==> config.mk <==
export PLATFORM = sky130hd
export DESIGN_NAME = ternary_weight_dot_product
export DESIGN_NICKNAME = d
export VERILOG_FILES = /design/src/sv/twdp_pkg.sv /design/src/sv/ternary_weight_dot_product.sv /design/src/sv/twdp_queue.sv /design/src/sv/twdp_front.sv /design/src/sv/twdp_back.sv
export SDC_FILE = /design/constraint.sdc
export NUM_CORES = 2
export LEC_CHECK = 0
export BUFFER_PORTS_ARGS = -buffer_cell sky130_fd_sc_hd__clkbuf_2
export CELL_PAD_IN_SITES_DETAIL_PLACEMENT = 1
export CELL_PAD_IN_SITES_GLOBAL_PLACEMENT = 2
export CORE_UTILIZATION = 40
export CTS_BUF_LIST = sky130_fd_sc_hd__clkbuf_4 sky130_fd_sc_hd__clkbuf_8
export DETAILED_ROUTE_END_ITERATION = 12
export PLACE_DENSITY = 0.9
export SKIP_LAST_GASP = 1
export SLEW_MARGIN = 5
export SYNTH_ARGS = -nofsm -noshare
export SYNTH_HDL_FRONTEND = slang
export SYNTH_SLANG_ARGS = --single-unit
==> constraint.sdc <==
create_clock -name clk -period 12.5 [get_ports clk]
set_input_delay 1.25 -clock clk [delete_from_list [all_inputs] [get_ports clk]]
set_output_delay 1.25 -clock clk [all_outputs]
set_load 0.01 [all_outputs]
==> src/sv/twdp_pkg.sv <==
// Shared types and constants for the ternary-weight dot product.
// Used by twdp_front, twdp_queue, twdp_back and the top level.
// Depends on nothing.
package twdp_pkg;

  localparam int BLOCK_ELEMENTS  = 64;
  localparam int ACT_BITS        = 16;
  localparam int ACT_FIELD_W     = 16;
  localparam int BYTES_PER_BLOCK = (BLOCK_ELEMENTS + 3) / 4;
  localparam int POS_W           = (BYTES_PER_BLOCK > 1) ? $clog2(BYTES_PER_BLOCK) : 1;
  // Block sum holds up to 4 * BYTES_PER_BLOCK activations plus a sign bit.
  localparam int BACC_W          = ACT_BITS + $clog2(4 * BYTES_PER_BLOCK) + 1;
  localparam int HALF_W          = 16;
  localparam int SIG_W           = 11;
  localparam int PROD_W          = BACC_W + SIG_W;
  localparam int SUM_W           = 64;
  localparam int QUEUE_DEPTH     = 4;
  localparam int QPTR_W          = $clog2(QUEUE_DEPTH);

  // Ternary weight codes; all others mean zero.
  localparam logic [1:0] CODE_PLUS  = 2'd1;
  localparam logic [1:0] CODE_MINUS = 2'd2;

  // Half-precision field masks.
  localparam logic [4:0] EXP_ALL_ONES = 5'h1F;
  localparam logic [4:0] EXP_ZERO     = 5'h00;

  localparam logic [SUM_W-1:0] LIMIT_POS = 64'h7FFF_FFFF_FFFF_FFFF;
  localparam logic [SUM_W-1:0] LIMIT_NEG = 64'h8000_0000_0000_0000;

  // One closed block travelling from front to back.
  typedef struct packed {
    logic signed [BACC_W-1:0] acc;
    logic [HALF_W-1:0]        scale;
    logic                     last;
  } blk_t;

  // One finished row.
  typedef struct packed {
    logic signed [SUM_W-1:0] sum;
    logic                    sat;
    logic                    bad;
  } res_t;

endpackage

==> src/sv/ternary_weight_dot_product.sv <==
// Ternary-weight block-scaled dot product over one row. One word (a packed
// byte of four 2-bit weights, four activations, a half-precision scale and
// a row_end mark) is taken per clock whenever full is low. The front adds
// or subtracts activations into a block sum and closes a block every 16
// words or on row_end; a four-entry queue carries closed blocks to the back,
// which decodes the scale, multiplies (one 23 x 11 multiplier), shifts,
// clips and adds into a saturating 64-bit row sum with 24 fractional bits.
// The back accepts one block per clock unless a full result buffer stalls it,
// so the sustained rate is one word per clock. A row result passes through
// the queue, the back stages and a two-word buffer absorbing reader stalls.
// Depends on twdp_pkg, twdp_front, twdp_queue and twdp_back.
module ternary_weight_dot_product (
  input  logic                                   clk,
  input  logic                                   rst,
  input  logic                                   push,
  output logic                                   full,
  input  logic [7:0]                             weight_byte,
  input  logic signed [twdp_pkg::ACT_FIELD_W-1:0] act_a,
  input  logic signed [twdp_pkg::ACT_FIELD_W-1:0] act_b,
  input  logic signed [twdp_pkg::ACT_FIELD_W-1:0] act_c,
  input  logic signed [twdp_pkg::ACT_FIELD_W-1:0] act_d,
  input  logic [twdp_pkg::HALF_W-1:0]            scale_half,
  input  logic                                   row_end,
  output logic                                   empty,
  input  logic                                   pop,
  output logic signed [twdp_pkg::SUM_W-1:0]      dot_sum,
  output logic                                   saturated,
  output logic                                   bad_scale
);

  logic            accept;
  logic            blk_push;
  twdp_pkg::blk_t  blk_wdata;
  twdp_pkg::blk_t  blk_rdata;
  logic            blk_pop;
  logic            blk_empty;
  twdp_pkg::res_t  res_data;

  // Take a word only when the block queue has room
  assign accept = push & ~full;

  twdp_front u_front (
    .clk         (clk),
    .rst         (rst),
    .accept      (accept),
    .weight_byte (weight_byte),
    .act_a       (act_a),
    .act_b       (act_b),
    .act_c       (act_c),
    .act_d       (act_d),
    .scale_half  (scale_half),
    .row_end     (row_end),
    .blk_push    (blk_push),
    .blk_data    (blk_wdata)
  );

  twdp_queue u_queue (
    .clk   (clk),
    .rst   (rst),
    .push  (blk_push),
    .wdata (blk_wdata),
    .full  (full),
    .pop   (blk_pop),
    .rdata (blk_rdata),
    .empty (blk_empty)
  );

  twdp_back u_back (
    .clk       (clk),
    .rst       (rst),
    .blk_data  (blk_rdata),
    .blk_empty (blk_empty),
    .blk_pop   (blk_pop),
    .res_data  (res_data),
    .res_empty (empty),
    .res_pop   (pop)
  );

  // Present the oldest finished row
  assign dot_sum   = res_data.sum;
  assign saturated = res_data.sat;
  assign bad_scale = res_data.bad;

endmodule

==> src/sv/twdp_queue.sv <==
// Short queue of closed blocks between the front and back parts.
// Depends on twdp_pkg (blk_t, QUEUE_DEPTH).
module twdp_queue (
  input  logic            clk,
  input  logic            rst,
  input  logic            push,
  input  twdp_pkg::blk_t  wdata,
  output logic            full,
  input  logic            pop,
  output twdp_pkg::blk_t  rdata,
  output logic            empty
);

  twdp_pkg::blk_t                 mem [twdp_pkg::QUEUE_DEPTH];
  logic [twdp_pkg::QPTR_W-1:0]    wr_ptr;
  logic [twdp_pkg::QPTR_W-1:0]    rd_ptr;
  logic [twdp_pkg::QPTR_W:0]      count;
  logic                           do_push;
  logic                           do_pop;

  assign full    = (count == (twdp_pkg::QPTR_W + 1)'(twdp_pkg::QUEUE_DEPTH));
  assign empty   = (count == '0);
  assign do_push = push & ~full;
  assign do_pop  = pop & ~empty;
  assign rdata   = mem[rd_ptr];

  // Store pushed words
  always_ff @(posedge clk) begin
    if (do_push) begin
      mem[wr_ptr] <= wdata;
    end
  end

  // Advance pointers and fill count
  always_ff @(posedge clk) begin
    if (rst) begin
      wr_ptr <= '0;
      rd_ptr <= '0;
      count  <= '0;
    end else begin
      if (do_push) begin
        wr_ptr <= wr_ptr + twdp_pkg::QPTR_W'(1);
      end
      if (do_pop) begin
        rd_ptr <= rd_ptr + twdp_pkg::QPTR_W'(1);
      end
      if (do_push && !do_pop) begin
        count <= count + (twdp_pkg::QPTR_W + 1)'(1);
      end else if (do_pop && !do_push) begin
        count <= count - (twdp_pkg::QPTR_W + 1)'(1);
      end
    end
  end

endmodule

==> src/sv/twdp_front.sv <==
// Front part: accepts input words, applies ternary codes to the block sum
// and hands each closed block to the queue. Depends on twdp_pkg.
module twdp_front (
  input  logic                               clk,
  input  logic                               rst,
  input  logic                               accept,
  input  logic [7:0]                         weight_byte,
  input  logic signed [twdp_pkg::ACT_FIELD_W-1:0] act_a,
  input  logic signed [twdp_pkg::ACT_FIELD_W-1:0] act_b,
  input  logic signed [twdp_pkg::ACT_FIELD_W-1:0] act_c,
  input  logic signed [twdp_pkg::ACT_FIELD_W-1:0] act_d,
  input  logic [twdp_pkg::HALF_W-1:0]        scale_half,
  input  logic                               row_end,
  output logic                               blk_push,
  output twdp_pkg::blk_t                     blk_data
);

  logic [twdp_pkg::POS_W-1:0]          byte_position;
  logic signed [twdp_pkg::BACC_W-1:0]  block_accumulator;
  logic signed [twdp_pkg::BACC_W-1:0]  sum_next;
  logic signed [twdp_pkg::BACC_W-1:0]  act_ext [4];
  logic [twdp_pkg::ACT_FIELD_W-1:0]    act_raw [4];
  logic                                closes;

  // Sign-extend the low ACT_BITS of each activation field
  always_comb begin
    act_raw[0] = act_a;
    act_raw[1] = act_b;
    act_raw[2] = act_c;
    act_raw[3] = act_d;
    for (int k = 0; k < 4; k++) begin
      act_ext[k] = twdp_pkg::BACC_W'(signed'(act_raw[k][twdp_pkg::ACT_BITS-1:0]));
    end
  end

  // Add or subtract each activation by its code
  always_comb begin
    sum_next = block_accumulator;
    for (int k = 0; k < 4; k++) begin
      case (weight_byte[2*k +: 2])
        twdp_pkg::CODE_PLUS:  sum_next = sum_next + act_ext[k];
        twdp_pkg::CODE_MINUS: sum_next = sum_next - act_ext[k];
        default:              sum_next = sum_next;
      endcase
    end
  end

  assign closes = row_end |
                  (byte_position == twdp_pkg::POS_W'(twdp_pkg::BYTES_PER_BLOCK - 1));

  // Hand a closed block to the queue
  assign blk_push       = accept & closes;
  assign blk_data.acc   = sum_next;
  assign blk_data.scale = scale_half;
  assign blk_data.last  = row_end;

  // Hold the running block sum and byte position
  always_ff @(posedge clk) begin
    if (rst) begin
      byte_position     <= '0;
      block_accumulator <= '0;
    end else if (accept) begin
      if (closes) begin
        byte_position     <= '0;
        block_accumulator <= '0;
      end else begin
        byte_position     <= byte_position + twdp_pkg::POS_W'(1);
        block_accumulator <= sum_next;
      end
    end
  end

endmodule

==> src/sv/twdp_back.sv <==
// Back part: scales each closed block by its half-precision scale, adds it
// into the saturating row sum and buffers finished rows.
// Depends on twdp_pkg.
module twdp_back (
  input  logic            clk,
  input  logic            rst,
  input  twdp_pkg::blk_t  blk_data,
  input  logic            blk_empty,
  output logic            blk_pop,
  output twdp_pkg::res_t  res_data,
  output logic            res_empty,
  input  logic            res_pop
);

  localparam int SUM_W = twdp_pkg::SUM_W;

  // Stage 1: decoded scale and block magnitude
  logic                              s1_valid;
  logic [twdp_pkg::BACC_W-1:0]       s1_amag;
  logic [twdp_pkg::SIG_W-1:0]        s1_sig;
  logic [4:0]                        s1_shift;
  logic                              s1_neg;
  logic                              s1_bad;
  logic                              s1_last;
  // Stage 2: product
  logic                              s2_valid;
  logic [twdp_pkg::PROD_W-1:0]       s2_prod;
  logic [4:0]                        s2_shift;
  logic                              s2_neg;
  logic                              s2_bad;
  logic                              s2_last;
  // Stage 3: signed term
  logic                              s3_valid;
  logic [SUM_W-1:0]                  s3_term;
  logic                              s3_clip;
  logic                              s3_bad;
  logic                              s3_last;

  logic [SUM_W-1:0]                  row_accumulator;
  logic                              saturate_seen;
  logic                              bad_scale_seen;

  twdp_pkg::res_t                    out_mem [2];
  logic                              out_wr;
  logic                              out_rd;
  logic [1:0]                        out_count;

  logic                              adv;
  logic                              row_done;
  logic                              out_pop;

  logic [4:0]                        d_expo;
  logic                              d_neg_acc;
  logic [twdp_pkg::BACC_W-1:0]       d_amag;
  logic [SUM_W-1:0]                  t_limit;
  logic [SUM_W-1:0]                  t_wide;
  logic [SUM_W-1:0]                  t_mag;
  logic                              t_over;
  logic [SUM_W-1:0]                  r_sum;
  logic                              r_ovf;
  logic [SUM_W-1:0]                  r_next;

  // Stall the whole back part only when a finished row has nowhere to go
  assign row_done = s3_valid & s3_last;
  assign adv      = ~(row_done & (out_count == 2'd2));
  assign blk_pop  = adv & ~blk_empty;

  // Decode the scale and take the block magnitude
  always_comb begin
    d_expo    = blk_data.scale[14:10];
    d_neg_acc = blk_data.acc[twdp_pkg::BACC_W-1];
    d_amag    = d_neg_acc ? (~blk_data.acc + twdp_pkg::BACC_W'(1)) : blk_data.acc;
  end

  // Shift the product and clip to the signed range
  always_comb begin
    t_limit = s2_neg ? twdp_pkg::LIMIT_NEG : twdp_pkg::LIMIT_POS;
    t_wide  = SUM_W'(s2_prod);
    t_over  = t_wide > (t_limit >> s2_shift);
    t_mag   = t_over ? t_limit : (t_wide << s2_shift);
  end

  // Saturating add into the row sum
  always_comb begin
    r_sum  = row_accumulator + s3_term;
    r_ovf  = (row_accumulator[SUM_W-1] == s3_term[SUM_W-1]) &&
             (r_sum[SUM_W-1] != row_accumulator[SUM_W-1]);
    r_next = r_ovf ? (row_accumulator[SUM_W-1] ? twdp_pkg::LIMIT_NEG : twdp_pkg::LIMIT_POS)
                   : r_sum;
  end

  // Pipeline payload
  always_ff @(posedge clk) begin
    if (adv) begin
      s1_amag  <= d_amag;
      s1_sig   <= {(d_expo != twdp_pkg::EXP_ZERO), blk_data.scale[9:0]};
      s1_shift <= (d_expo == twdp_pkg::EXP_ZERO) ? 5'd0 : (d_expo - 5'd1);
      s1_neg   <= d_neg_acc ^ blk_data.scale[15];
      s1_bad   <= (d_expo == twdp_pkg::EXP_ALL_ONES);
      s1_last  <= blk_data.last;

      s2_prod  <= twdp_pkg::PROD_W'(s1_amag) * twdp_pkg::PROD_W'(s1_sig);
      s2_shift <= s1_shift;
      s2_neg   <= s1_neg;
      s2_bad   <= s1_bad;
      s2_last  <= s1_last;

      s3_term  <= s2_bad ? '0 : (s2_neg ? (~t_mag + SUM_W'(1)) : t_mag);
      s3_clip  <= ~s2_bad & t_over;
      s3_bad   <= s2_bad;
      s3_last  <= s2_last;
    end
  end

  // Pipeline valid bits and row state
  always_ff @(posedge clk) begin
    if (rst) begin
      s1_valid        <= 1'b0;
      s2_valid        <= 1'b0;
      s3_valid        <= 1'b0;
      row_accumulator <= '0;
      saturate_seen   <= 1'b0;
      bad_scale_seen  <= 1'b0;
    end else if (adv) begin
      s1_valid <= ~blk_empty;
      s2_valid <= s1_valid;
      s3_valid <= s2_valid;
      if (s3_valid) begin
        if (s3_last) begin
          row_accumulator <= '0;
          saturate_seen   <= 1'b0;
          bad_scale_seen  <= 1'b0;
        end else begin
          row_accumulator <= r_next;
          saturate_seen   <= saturate_seen | s3_clip | r_ovf;
          bad_scale_seen  <= bad_scale_seen | s3_bad;
        end
      end
    end
  end

  // Result buffer: two words, so the row sum waits only when both are unread
  assign out_pop   = res_pop & ~res_empty;
  assign res_empty = (out_count == 2'd0);
  assign res_data  = out_mem[out_rd];

  always_ff @(posedge clk) begin
    if (adv && row_done) begin
      out_mem[out_wr].sum <= r_next;
      out_mem[out_wr].sat <= saturate_seen | s3_clip | r_ovf;
      out_mem[out_wr].bad <= bad_scale_seen | s3_bad;
    end
  end

  always_ff @(posedge clk) begin
    if (rst) begin
      out_wr    <= 1'b0;
      out_rd    <= 1'b0;
      out_count <= 2'd0;
    end else begin
      if (adv && row_done) begin
        out_wr <= ~out_wr;
      end
      if (out_pop) begin
        out_rd <= ~out_rd;
      end
      if ((adv && row_done) && !out_pop) begin
        out_count <= out_count + 2'd1;
      end else if (out_pop && !(adv && row_done)) begin
        out_count <= out_count - 2'd1;
      end
    end
  end

endmodule

==> flow_summary.html <==
<table>
<tr><th>Metric</th><th>Value</th></tr>
<tr><th colspan="2">Clock tree</th></tr>
<tr><td>Clock root buffer</td><td>sky130_fd_sc_hd__clkbuf_8</td></tr>
<tr><td>Clock H-tree levels</td><td>3</td></tr>
<tr><td>Count of instances resized after the clock tree is built</td><td>0</td></tr>
<tr><td>Longest Clk Path Bufs</td><td>3</td></tr>
<tr><td>Clock-pin slew of the registers on the worst-case setup and hold paths</td><td>roughly 70 ps</td></tr>
<tr><td>CTS tree</td><td>built</td></tr>
<tr><td>Clock latency on the worst-skew pair</td><td>730 ps</td></tr>
<tr><td>CTS Buf Count</td><td>just over 90</td></tr>
<tr><td>Hold-fix buffer count after cts</td><td>0</td></tr>
<tr><td>CTS sink count</td><td>553</td></tr>
<tr><td>Post-CTS setup buffer count</td><td>0</td></tr>
<tr><th colspan="2">Synthesis</th></tr>
<tr><td>Number of synthesis warnings</td><td>0</td></tr>
<tr><td>Number of cells produced by synthesis</td><td>4426</td></tr>
<tr><td>Multiplexer fraction of the synthesized cell area</td><td>under 10%</td></tr>
<tr><td>Simple-gate portion of the synthesized area</td><td>~15%</td></tr>
<tr><td>Flip-flop cell with the highest count after synthesis</td><td>sky130_fd_sc_hd__edfxtp_1</td></tr>
<tr><td>Mean post-synth cell area</td><td>around 9.9 um2</td></tr>
<tr><td>Part of the Yosys area used for sequential elements</td><td>around 36%</td></tr>
<tr><td>Post-synth EDFFs</td><td>roughly 440</td></tr>
<tr><td>Share of the synthesized area in compound gates (AO/OA/AOI/OAI)</td><td>14.7%</td></tr>
<tr><td>Xor and xnor fraction of the mapped netlist area</td><td>5.47%</td></tr>
<tr><td>Synthesized Nets</td><td>4991</td></tr>
<tr><td>Netlist cell types</td><td>between 90 and 100</td></tr>
<tr><td>Main combinational cell family by area after synthesis</td><td>adder cells</td></tr>
<tr><td>Cell area after synthesis</td><td>43600 um2</td></tr>
<tr><td>Proportion of register bits with asynchronous set or reset after synthesis</td><td>0%</td></tr>
<tr><td>Arithmetic-cell share of the synthesized area counting full adders, half adders and majority gates</td><td>around 17%</td></tr>
<tr><td>Register bit count reported by yosys</td><td>553</td></tr>
<tr><th colspan="2">Die</th></tr>
<tr><td>X dimension of the die</td><td>between 300 and 400 um</td></tr>
<tr><td>Number of placement rows</td><td>120</td></tr>
<tr><td>Die height</td><td>around 330 um</td></tr>
<tr><td>Placeable Area</td><td>between 100000 and 150000 um2</td></tr>
<tr><td>Total Die Area</td><td>110000 um2</td></tr>
<tr><td>Initial core utilization</td><td>roughly two fifths</td></tr>
<tr><td>Number of primary I/O pins</td><td>161</td></tr>
<tr><th colspan="2">Worst setup path</th></tr>
<tr><td>WP data required</td><td>approximately 13000 ps</td></tr>
<tr><td>Depth of the most critical reg-to-reg path</td><td>37</td></tr>
<tr><td>Launch point of the worst reg-to-reg path</td><td>u_front.block_accumulator[0]$_SDFFE_PP0P_</td></tr>
<tr><td>Startpoint-to-endpoint class of the critical path</td><td>input pin to register</td></tr>
<tr><td>Data arrival at the endpoint of the critical path</td><td>~11000 ps</td></tr>
<tr><td>Top Family by Delay on Critical Path</td><td>compound AO/OA/AOI/OAI gates</td></tr>
<tr><td>Peak fanout along the critical path</td><td>22</td></tr>
<tr><td>Crit-path slowest cell</td><td>sky130_fd_sc_hd__a31oi_1</td></tr>
<tr><td>Worst r2r dst</td><td>u_front.block_accumulator[22]$_SDFFE_PP0P_</td></tr>
<tr><td>Reg2reg setup slack</td><td>about 3100 ps</td></tr>
<tr><td>Kind of launch point of the worst setup path</td><td>input pin</td></tr>
<tr><td>CP Capture Type</td><td>register</td></tr>
<tr><td>Slowest Stage Delay on Critical Path</td><td>approximately 560 ps</td></tr>
<tr><td>Count of buffering cells on the critical path with inverters included</td><td>3</td></tr>
<tr><th colspan="2">Min path</th></tr>
<tr><td>Path class of the lowest-slack min-delay path</td><td>register to register</td></tr>
<tr><td>Destination of the worst hold path</td><td>u_back.s2_bad$_DFFE_PN_</td></tr>
<tr><td>Number of instances on the worst hold path</td><td>0</td></tr>
<tr><td>Launch point of the worst hold path</td><td>u_back.s1_bad$_DFFE_PN_</td></tr>
<tr><th colspan="2">Route</th></tr>
<tr><td>Remaining routing DRC violations</td><td>0</td></tr>
<tr><td>Iter 0 DRT Violations</td><td>2167</td></tr>
<tr><td>Sum of routed wire length over all layers</td><td>130 mm</td></tr>
<tr><td>Antenna Nets Post-Route</td><td>0</td></tr>
<tr><td>Wirelength per Cell</td><td>21.7 um</td></tr>
<tr><td>Vias post-DR</td><td>~34000</td></tr>
<tr><td>Detailed-routing iteration count for the pre-antenna-repair pass</td><td>6</td></tr>
<tr><td>Vias per cell</td><td>roughly 5.7</td></tr>
<tr><th colspan="2">STA</th></tr>
<tr><td>Headroom to the max-slew limit</td><td>between 15 and 20%</td></tr>
<tr><td>Setup violations, final</td><td>0</td></tr>
<tr><td>Clock tree skew after final layout</td><td>66.0 ps</td></tr>
<tr><td>Shortest period the worst path allows</td><td>just over 10000 ps</td></tr>
<tr><td>Max-slew violation count</td><td>0</td></tr>
<tr><td>Final hold violation count</td><td>0</td></tr>
<tr><td>Sum Neg Setup Slack</td><td>0 ps</td></tr>
<tr><td>Achievable frequency</td><td>about 98 MHz</td></tr>
<tr><td>Final period util</td><td>between 80% and 90%</td></tr>
<tr><td>Setup repair after global routing missed its margin</td><td>false</td></tr>
<tr><td>Actual transition at the worst max-transition pin</td><td>1250 ps</td></tr>
<tr><th colspan="2">Final layout</th></tr>
<tr><td>Most frequent standard cell in the layout excluding fill and tap cells</td><td>sky130_fd_sc_hd__nand2_1</td></tr>
<tr><td>Area Overhead vs Synth</td><td>9.35%</td></tr>
<tr><td>Layout cells sized above 1</td><td>a little over an eighth</td></tr>
<tr><td>Final layout net count</td><td>~5100</td></tr>
<tr><td>Most frequent cells in the layout</td><td>sky130_fd_sc_hd__nand2_1, sky130_fd_sc_hd__edfxtp_1, sky130_fd_sc_hd__nor2_1</td></tr>
<tr><th colspan="2">Global route</th></tr>
<tr><td>All-layer global routing usage</td><td>23.2%</td></tr>
<tr><td>Number of global-route vias before repair</td><td>36100</td></tr>
<tr><td>Maximum number of pins on one net before global-route repair</td><td>86</td></tr>
<tr><td>Wire length of the first global-routing pass</td><td>~210 mm</td></tr>
<tr><td>Overflow left after global routing</td><td>0</td></tr>
<tr><td>Initial antenna violation count</td><td>3</td></tr>
<tr><th colspan="2">Run</th></tr>
<tr><td>Total of max-cap violations</td><td>0</td></tr>
<tr><th colspan="2">Place</th></tr>
<tr><td>Sum of net half-perimeters after detailed placement</td><td>about 98 mm</td></tr>
<tr><td>Quantity of I/O buffers inserted on ports</td><td>160</td></tr>
<tr><td>GPL Wtd Cong</td><td>approximately 0.90</td></tr>
<tr><th colspan="2">Status</th></tr>
<tr><td>Status</td><td>finished clean</td></tr>
</table>
logic make-up after synthesis:
group	count (synthesis)
xor gates and xnor gates	271
AOI/OAI and AO/OA	1000
DFF	553
adders and majority gates	473
buffers and inverters	475
and+or+nand+nor	1399
muxes	255
metal layers:
| metal | up-vias | wire length [um] | global-route usage (%) |
|---|---|---|---|
| met2 | 726 | 64000 | 40.6 |
| li1 | 16000 | - | - |
| met4 | 0 | 3380 | 6.35 |
| met1 | 17200 | 57400 | 30.3 |
| met3 | 203 | 4810 | 2.52 |
| met5 | - | 0 | 0 |
final cells by class:
type	instances	area [um2]
Antenna cell	2	5.00
Multi-Input combinational cell	3398	26300
Clock buffer	125	1560
Inverter	259	972
Sequential cell	553	15500
Tap cell	1403	1760
Clock inverter	45	460
Fill cell	12100	59800
Timing Repair Buffer	199	1090
Yosys cell counts (19+ instances only):
master	number	area (um2)
sky130_fd_sc_hd__a21o_1	113	848
sky130_fd_sc_hd__nand3_1	61	305
sky130_fd_sc_hd__or3_1	38	238
sky130_fd_sc_hd__edfxtp_1	443	13300
sky130_fd_sc_hd__mux4_2	68	1530
sky130_fd_sc_hd__ha_1	278	3480
sky130_fd_sc_hd__buf_1	26	97.6
sky130_fd_sc_hd__nor2b_1	41	257
sky130_fd_sc_hd__xnor2_1	195	1710
sky130_fd_sc_hd__xor2_1	75	657
sky130_fd_sc_hd__dfxtp_1	110	2200
sky130_fd_sc_hd__nor3_1	71	355
sky130_fd_sc_hd__and3_1	35	219
sky130_fd_sc_hd__fa_1	194	3880
sky130_fd_sc_hd__nand4_1	28	175
sky130_fd_sc_hd__mux2i_1	71	711
sky130_fd_sc_hd__nor2_1	416	1560
sky130_fd_sc_hd__nor4_1	22	138
sky130_fd_sc_hd__clkbuf_1	173	649
sky130_fd_sc_hd__a31oi_1	54	338
sky130_fd_sc_hd__inv_1	254	953
sky130_fd_sc_hd__a221oi_1	19	166
sky130_fd_sc_hd__and2_1	113	707
sky130_fd_sc_hd__a21oi_1	263	1320
sky130_fd_sc_hd__a211oi_1	31	233
sky130_fd_sc_hd__o31ai_1	26	195
sky130_fd_sc_hd__o21a_1	42	315
sky130_fd_sc_hd__nand2_1	448	1680
sky130_fd_sc_hd__mux2_2	114	1280
sky130_fd_sc_hd__o21ai_0	244	1220
sky130_fd_sc_hd__nand2b_1	46	288
sky130_fd_sc_hd__a22oi_1	24	180
sequential cells by signal, summed over array words and instances (netlist names), 2 cells and up, named ones only:
name / flops
u_queue.wr_ptr: 2
u_back.s2_prod: 34
u_back.s1_amag: 23
u_front.byte_position: 4
u_queue.rd_ptr: 2
u_back.out_mem: 132
u_back.row_accumulator: 64
u_back.s3_term: 64
u_back.s1_sig: 11
u_back.s2_shift: 5
u_back.s1_shift: 5
u_queue.count: 3
u_front.block_accumulator: 23
u_queue.mem: 160
u_back.out_count: 2
worst register-to-register path, delay by kind of cell, from the launching register on:
kind | cells | cell delay [ps]
compound gates | 14 | 3230
simple gates | 10 | 2480
xor+xnor | 5 | 990
mux | 2 | 580
flops | 1 | 350
buf+inv | 1 | 80
fa+ha+maj | 5 | 1600
worst max-delay path by stage:
stage                              start                                         end  depth (start not counted)
after detailed placement  weight_byte[0]  u_front.block_accumulator[22]$_SDFFE_PP0P_                         40
after global placement    weight_byte[0]  u_front.block_accumulator[22]$_SDFFE_PP0P_                         40
final                     weight_byte[0]  u_front.block_accumulator[22]$_SDFFE_PP0P_                         40
after floorplan           weight_byte[0]  u_front.block_accumulator[22]$_SDFFE_PP0P_                         39
after global routing      weight_byte[0]  u_front.block_accumulator[22]$_SDFFE_PP0P_                         40
after CTS                 weight_byte[0]  u_front.block_accumulator[22]$_SDFFE_PP0P_                         40
metrics by stage:
step | cell area [um2] | cells | setup WS, ps | hold slack, ps | util, %
after global routing | 47700 | 5983 | 1580 | 433 | 44.4
after detailed placement | 45700 | 5812 | 1690 | 405 | 42.5
final | 47700 | 5984 | 2260 | 416 | 44.4
after floorplan | 43600 | 4426 | 2910 | 400 | -
after CTS | 47700 | 5982 | 2330 | 408 | 44.4
after global placement | 45700 | 5812 | 2070 | 404 | 42.5
Power is left out: the tool's default activity adds up to more than one toggle a clock period on the data nets, which glitch-free logic cannot reach.
